### src/hw/rtl/ltgs_pkg.sv
package ltgs_pkg;

    // Widths of the item fields.
    localparam int unsigned TILE_W    = 16;
    localparam int unsigned BORDER_W  = 8;
    localparam int unsigned CORNER_W  = 4;
    localparam int unsigned MASK_W    = 8;
    localparam int unsigned CFG_IDX_W = 2;
    localparam int unsigned CFG_DAT_W = 8;
    localparam int unsigned COUNT_W   = 4;

    // Item operations.
    typedef enum logic
    {
        OP_LOAD = 1'b0,
        OP_STEP = 1'b1
    } op_t;

    // Configuration register indexes.
    localparam logic [CFG_IDX_W-1:0] CFG_SURVIVE_MASK  = 2'd0;
    localparam logic [CFG_IDX_W-1:0] CFG_BIRTH_MASK    = 2'd1;
    localparam logic [CFG_IDX_W-1:0] CFG_SURVIVE_ALONE = 2'd2;

    // Reset values of the rule registers.
    localparam logic [MASK_W-1:0] SURVIVE_MASK_RST  = 8'b0000_0110;
    localparam logic [MASK_W-1:0] BIRTH_MASK_RST    = 8'b0000_0100;
    localparam logic              SURVIVE_ALONE_RST = 1'b0;

    // One input item.
    typedef struct packed
    {
        op_t                 op;
        logic [TILE_W-1:0]   load_cells;
        logic [BORDER_W-1:0] north_south;
        logic [BORDER_W-1:0] east_west;
        logic [CORNER_W-1:0] corners;
    } in_item_t;

    // One result item.
    typedef struct packed
    {
        logic [TILE_W-1:0] cells;
        logic              all_dead;
        logic              unchanged;
    } out_item_t;

endpackage

### src/hw/rtl/ltgs_if.sv
// Channel that carries input items into the tile unit.
interface ltgs_req_if
(
    input logic clk
);
    logic               valid;
    logic               ready;
    ltgs_pkg::in_item_t data;

    modport source (output valid, output data, input ready);
    modport sink (input valid, input data, output ready);
endinterface

// Channel that carries result items out of the tile unit.
interface ltgs_rsp_if
(
    input logic clk
);
    logic                valid;
    logic                ready;
    ltgs_pkg::out_item_t data;

    modport source (output valid, output data, input ready);
    modport sink (input valid, input data, output ready);
endinterface

### src/hw/rtl/life_tile_generation_step_unit.sv
// Life tile generation step unit.
// Holds one 4x4 tile of a life automaton, bit 4*row+col set for a live cell.
// Channel req brings items: a load item replaces the tile with load_cells, a
// step item brings the twenty border cells and advances the tile by one
// generation under the survive, birth and survive-alone rules.
// Channel rsp returns one item per request: the new tile, an all-dead flag
// and an unchanged flag. A transfer happens when valid and ready are both high.
// The rule registers are written through cfg_we, cfg_index and cfg_wdata; the
// user must write them only while no item is in flight, and the block does
// not enforce this. Writes to unknown indexes are dropped.
// An item passes from the input register through the neighbor counts into
// the result register, which drives rsp valid.
// Throughput is one item per cycle while the receiver does not stall; the
// tile register is updated in the same cycle the result register loads, so
// each item sees the previous result.
// When the receiver stalls, the result register holds and the input register
// fills; req.ready then drops until rsp.ready returns.
// Reset clears the tile to all dead, empties both stages and restores the
// rule registers to their default values.
module life_tile_generation_step_unit
(
    input  logic                              clk,
    input  logic                              rst_n,
    ltgs_req_if.sink                          req,
    ltgs_rsp_if.source                        rsp,
    input  logic                              cfg_we,
    input  logic [ltgs_pkg::CFG_IDX_W-1:0]    cfg_index,
    input  logic [ltgs_pkg::CFG_DAT_W-1:0]    cfg_wdata
);

    logic                              s1_valid_reg;
    ltgs_pkg::in_item_t                s1_item_reg;
    logic                              rsp_valid_reg;
    ltgs_pkg::out_item_t               rsp_item_reg;
    logic [ltgs_pkg::TILE_W-1:0]       tile_reg;
    logic [ltgs_pkg::TILE_W-1:0]       tile_next;
    logic [ltgs_pkg::MASK_W-1:0]       survive_mask_reg;
    logic [ltgs_pkg::MASK_W-1:0]       birth_mask_reg;
    logic                              survive_alone_reg;
    logic                              advance;
    logic [5:0][5:0]                   grid;
    logic [15:0][ltgs_pkg::COUNT_W-1:0] count;
    logic [ltgs_pkg::TILE_W-1:0]       step_tile;

    // The result register takes a new item whenever it is empty or draining.
    assign advance   = !rsp_valid_reg || rsp.ready;
    assign req.ready = !s1_valid_reg || advance;
    assign rsp.valid = rsp_valid_reg;
    assign rsp.data  = rsp_item_reg;

    // Build the 6x6 neighborhood: tile in the middle, border ring around it.
    always_comb
    begin
        grid = '0;
        grid[0][0] = s1_item_reg.corners[0];
        grid[0][5] = s1_item_reg.corners[1];
        grid[5][0] = s1_item_reg.corners[2];
        grid[5][5] = s1_item_reg.corners[3];
        for (int i = 0; i < 4; i++)
        begin
            grid[0][i+1] = s1_item_reg.north_south[4+i];
            grid[5][i+1] = s1_item_reg.north_south[i];
            grid[i+1][0] = s1_item_reg.east_west[i];
            grid[i+1][5] = s1_item_reg.east_west[4+i];
            for (int j = 0; j < 4; j++)
            begin
                grid[i+1][j+1] = tile_reg[4*i+j];
            end
        end
    end

    // Each cell counts its eight neighbors.
    always_comb
    begin
        count = '0;
        for (int r = 0; r < 4; r++)
        begin
            for (int c = 0; c < 4; c++)
            begin
                for (int dr = 0; dr < 3; dr++)
                begin
                    for (int dc = 0; dc < 3; dc++)
                    begin
                        if (dr != 1 || dc != 1)
                        begin
                            count[4*r+c] = count[4*r+c] + {3'b000, grid[r+dr][c+dc]};
                        end
                    end
                end
            end
        end
    end

    // Apply the rules; a dead cell with no neighbors always stays dead.
    always_comb
    begin
        step_tile = '0;
        for (int k = 0; k < 16; k++)
        begin
            if (count[k] == '0)
            begin
                step_tile[k] = tile_reg[k] & survive_alone_reg;
            end
            else if (tile_reg[k])
            begin
                step_tile[k] = survive_mask_reg[3'(count[k] - 4'd1)];
            end
            else
            begin
                step_tile[k] = birth_mask_reg[3'(count[k] - 4'd1)];
            end
        end
    end

    // Select the new tile by operation.
    always_comb
    begin
        case (s1_item_reg.op)
            ltgs_pkg::OP_LOAD: tile_next = s1_item_reg.load_cells;
            ltgs_pkg::OP_STEP: tile_next = step_tile;
            default:           tile_next = tile_reg;
        endcase
    end

    // Pipeline control and the tile state.
    always_ff @(posedge clk or negedge rst_n)
    begin
        if (!rst_n)
        begin
            s1_valid_reg  <= 1'b0;
            rsp_valid_reg <= 1'b0;
            tile_reg      <= '0;
        end
        else
        begin
            if (req.ready)
            begin
                s1_valid_reg <= req.valid;
            end
            if (advance)
            begin
                rsp_valid_reg <= s1_valid_reg;
                if (s1_valid_reg)
                begin
                    tile_reg <= tile_next;
                end
            end
        end
    end

    // Payload registers.
    always_ff @(posedge clk)
    begin
        if (req.valid && req.ready)
        begin
            s1_item_reg <= req.data;
        end
        if (advance && s1_valid_reg)
        begin
            rsp_item_reg.cells     <= tile_next;
            rsp_item_reg.all_dead  <= (tile_next == '0);
            rsp_item_reg.unchanged <= (tile_next == tile_reg);
        end
    end

    // Rule registers.
    always_ff @(posedge clk or negedge rst_n)
    begin
        if (!rst_n)
        begin
            survive_mask_reg  <= ltgs_pkg::SURVIVE_MASK_RST;
            birth_mask_reg    <= ltgs_pkg::BIRTH_MASK_RST;
            survive_alone_reg <= ltgs_pkg::SURVIVE_ALONE_RST;
        end
        else if (cfg_we)
        begin
            case (cfg_index)
                ltgs_pkg::CFG_SURVIVE_MASK:  survive_mask_reg  <= cfg_wdata;
                ltgs_pkg::CFG_BIRTH_MASK:    birth_mask_reg    <= cfg_wdata;
                ltgs_pkg::CFG_SURVIVE_ALONE: survive_alone_reg <= cfg_wdata[0];
                default:                     ;
            endcase
        end
    end

endmodule

### src/flat_wrapper.sv
// flat-port wrapper written by rule: the top's interface ports become plain ports
module life_tile_generation_step_unit_flat 
  (clk, rst_n, cfg_we, cfg_index, cfg_wdata, req_valid, req_data, req_ready, rsp_valid, rsp_data, rsp_ready);
  ltgs_req_if req_i (.clk(clk));
  ltgs_rsp_if rsp_i (.clk(clk));
  input  logic clk;
  input  logic rst_n;
  input  logic cfg_we;
  input  logic [ltgs_pkg::CFG_IDX_W-1:0] cfg_index;
  input  logic [ltgs_pkg::CFG_DAT_W-1:0] cfg_wdata;
  input wire logic [$bits(req_i.valid)-1:0] req_valid;
  input wire logic [$bits(req_i.data)-1:0] req_data;
  output wire logic [$bits(req_i.ready)-1:0] req_ready;
  output wire logic [$bits(rsp_i.valid)-1:0] rsp_valid;
  output wire logic [$bits(rsp_i.data)-1:0] rsp_data;
  input wire logic [$bits(rsp_i.ready)-1:0] rsp_ready;
  assign req_i.valid = req_valid;
  assign req_i.data = req_data;
  assign req_ready = req_i.ready;
  assign rsp_valid = rsp_i.valid;
  assign rsp_data = rsp_i.data;
  assign rsp_i.ready = rsp_ready;
  life_tile_generation_step_unit u_core (.clk(clk), .rst_n(rst_n), .req(req_i), .rsp(rsp_i), .cfg_we(cfg_we), .cfg_index(cfg_index), .cfg_wdata(cfg_wdata));
endmodule
### config.mk
export PLATFORM = sky130hd
export DESIGN_NAME = life_tile_generation_step_unit_flat
export DESIGN_NICKNAME = d
export VERILOG_FILES = /design/src/hw/rtl/ltgs_pkg.sv /design/src/hw/rtl/ltgs_if.sv /design/src/hw/rtl/life_tile_generation_step_unit.sv /design/src/flat_wrapper.sv
export SDC_FILE = /design/constraint.sdc
export NUM_CORES = 1
export LEC_CHECK = 0
export BUFFER_PORTS_ARGS = -buffer_cell sky130_fd_sc_hd__buf_2
export CORE_MARGIN = 2
export CORE_UTILIZATION = 35
export CTS_CLUSTER_SIZE = 14
export DETAILED_ROUTE_END_ITERATION = 8
export PLACE_DENSITY = 0.5
export SLEW_MARGIN = 30
export SYNTH_ARGS = -nofsm -noshare
export SYNTH_HDL_FRONTEND = slang
export SYNTH_SLANG_ARGS = --single-unit
export TNS_END_PERCENT = 1
### constraint.sdc
create_clock -name clk -period 5.2 [get_ports clk]
set_input_delay 0.26 -clock clk [delete_from_list [all_inputs] [get_ports clk]]
set_output_delay 0.26 -clock clk [all_outputs]
set_load 0.02 [all_outputs]
==> flow_summary.json <==
{
  "cp.required_ns": 5.39,
  "path_clk_slew_ns": 0.08,
  "dp.cells": 1197,
  "final_cells": 1218,
  "num_antenna_cells": 0,
  "top_layer_used": "met4",
  "fillers": 2491,
  "hold_viol": 0,
  "cts_tree": "done",
  "vias": 7004,
  "grt_pass1_vias": 7022,
  "synth_area_leader_cell": "edfxtp_1",
  "overflow": 0,
  "postRouteAntennaNets": 0,
  "fin_crit_sh_pct": 98.9,
  "syn_area_per_cell_sq_um": 12.3,
  "crit_type": "flop to flop",
  "regArea_sq_um": 2530,
  "wl_met2_um": 13500,
  "synth_warnings": 0,
  "final_common_cell": "inv_1",
  "wl_met3_um": 2160,
  "avgRoutedWirePerCell_um": 24.4,
  "drt_pass1_iterations": 5,
  "synth_flop_cell": "edfxtp_1",
  "synth_edf_count": 55,
  "multi_input_area_sq_um": 6250,
  "startpoint_type": "flop",
  "antenna_found_initial": 1,
  "fmax_ghz": 0.194,
  "clkSinkCount": 90,
  "layout_common_cells": "119 x inv_1, 70 x buf_2, 69 x buf_4, 60 x ha_1",
  "fin_crit_ns": 5.14,
  "max-cap-violations": 0,
  "coreArea_sq_um": 26000,
  "cts_root_buf": "clkbuf_16",
  "slew_headroom_pct": 33.1,
  "worstPathArrival_ns": 5.33,
  "grt_pass1_wl_um": 44700,
  "synth_fp_nets": 930,
  "postPlaceCellArea_sq_um": 10400,
  "synth_area_leaders": "edfxtp_1 18%, mux4_2 14%, fa_1 14%",
  "syn_area_sq_um": 9230,
  "routed_wl_um": 29800,
  "clkLatencyLatePin_ns": 0.36,
  "cp-startpoint": "u_core.tile_reg[9]$_DFFE_PN0P_",
  "clockBufferDepth": 2,
  "drc": 0,
  "seq_area_frac_synth_pct": 27.4,
  "cts_htree_levels": 3,
  "ys_types": 76,
  "hp-class": "primary input to flop",
  "initial_core_util_pct": 35.5,
  "outcome": "finished, final reports clean",
  "place_congestion": 0.856,
  "drive_above_1_share_pct": 32.0,
  "largest_register_ff_count": 20,
  "min_from": "req_data[6]",
  "grt_max_degree": 48,
  "die_w_um": 166,
  "fin_area_sq_um": 10800,
  "dieArea_sq_um": 27700,
  "ys_ff_latch": 90,
  "m1WireLength_um": 13200,
  "die_height_um": 166,
  "worst_pin_slew_ns": 1.00,
  "maxSlewViolCount": 0,
  "synth_cells": 750,
  "area_delta_synth_final_pct": 17.3,
  "regToRegStartpoint": "u_core.tile_reg[9]$_DFFE_PN0P_",
  "path_max_fanout": 4,
  "synth_top_area_share_pct": 17.9,
  "rsz0062_at_grt": "true",
  "rows": 59,
  "postSynth.asyncResetShare_pct": 38.9,
  "holdWs_ns": 0.0679,
  "setup_violations": 0,
  "vias_per_cell": 5.75,
  "fin_nets": 1058,
  "io_buffers": 71,
  "drt_iter0_drc": 576,
  "grt_util_all_layers_pct": 21.7,
  "fin_worst_skew_ns": 0.00873,
  "hpwl_um": 21300,
  "io_pins": 72,
  "cts_buffers": 9,
  "end_kind": "flop"
}
worst paths after layout:
kind	to	slack, ns	cells after the start
max in group asynchronous	u_core.survive_mask_reg[1]$_DFFE_PN1P_	4.37	2
hold / removal	u_core.grid[18]$_DFFE_PP_	0.07	1
setup / recovery	u_core.rsp.data[1]$_DFFE_PP_	0.06	16
setup reg to reg	u_core.rsp.data[1]$_DFFE_PP_	0.06	16
hold reg to reg	u_core.rsp.valid$_DFFE_PN0P_	0.49	1
min in group asynchronous	u_core.tile_reg[15]$_DFFE_PN0P_	0.43	2
cell families after synthesis:
kind of cell / Yosys count / synth area share, %
xor+xnor: 33 / 5.37
buf+inv: 146 / 6.03
mux: 108 / 21.1
fa+ha+maj: 128 / 22.6
compound gates: 112 / 9.28
flops: 90 / 27.4
simple gates: 133 / 8.26
synth_stat cells (all sizes together), types with 11 or more instances:
| cell | instances |
|---|---|
| mux2 | 28 |
| o21ai | 18 |
| clkbuf | 20 |
| mux4 | 64 |
| mux2i | 16 |
| xnor3 | 15 |
| xor2 | 17 |
| nor2b | 28 |
| nand2 | 24 |
| inv | 121 |
| edfxtp | 55 |
| nor2 | 15 |
| dfrtp | 32 |
| ha | 64 |
| a31oi | 11 |
| fa | 64 |
per-layer routing:
layer,vias up,global-route usage [%]
met2,328,33.4
li1,3054,-
met1,3563,30.9
met5,-,0
met4,0,8.40
met3,59,3.60
what timing repair did:
action,CTS,global route
pin swaps,8,11
setup buffers,3,1
setup endpoints to repair,2,2
gates resized for setup,8,15
hold buffers,1,0
endpoints found under the hold margin,32,0
worst max-delay path, cell delays in order (launching register included):
cell	delay (ns)
dfrtp_1	0.41
ha_1	0.28
inv_1	0.05
fa_1	0.54
fa_1	0.43
fa_2	0.35
inv_1	0.08
fa_1	0.40
inv_1	0.07
ha_2	0.29
mux4_2	0.28
nor2b_1	0.14
a221oi_2	0.23
o221ai_2	0.17
or4_1	0.55
or4b_1	0.49
nor4_2	0.21
layout make-up:
type / instances / share of cell area, %
Clock buffer: 10 / 2.12
Timing Repair Buffer: 141 / 8.22
Inverter: 122 / 4.26
Sequential cell: 90 / 23.4
Multi-Input combinational cell: 514 / 57.7
Clock inverter: 6 / 0.439
Tap cell: 335 / 3.87
per-stage QoR:
step	TNS [ns]	utilization (%)	setup WS (ns)
after floorplan	0	-	0.0209
after detailed placement	-0.113	40.0	-0.113
after global placement	-0.0631	40.0	-0.0631
after global routing	-0.211	41.7	-0.141
final	0	41.7	0.0585
after CTS	0	41.4	0.00231
Power is not shown: default switching activity piles up to over one toggle a cycle in this logic, so the estimate is an artifact.
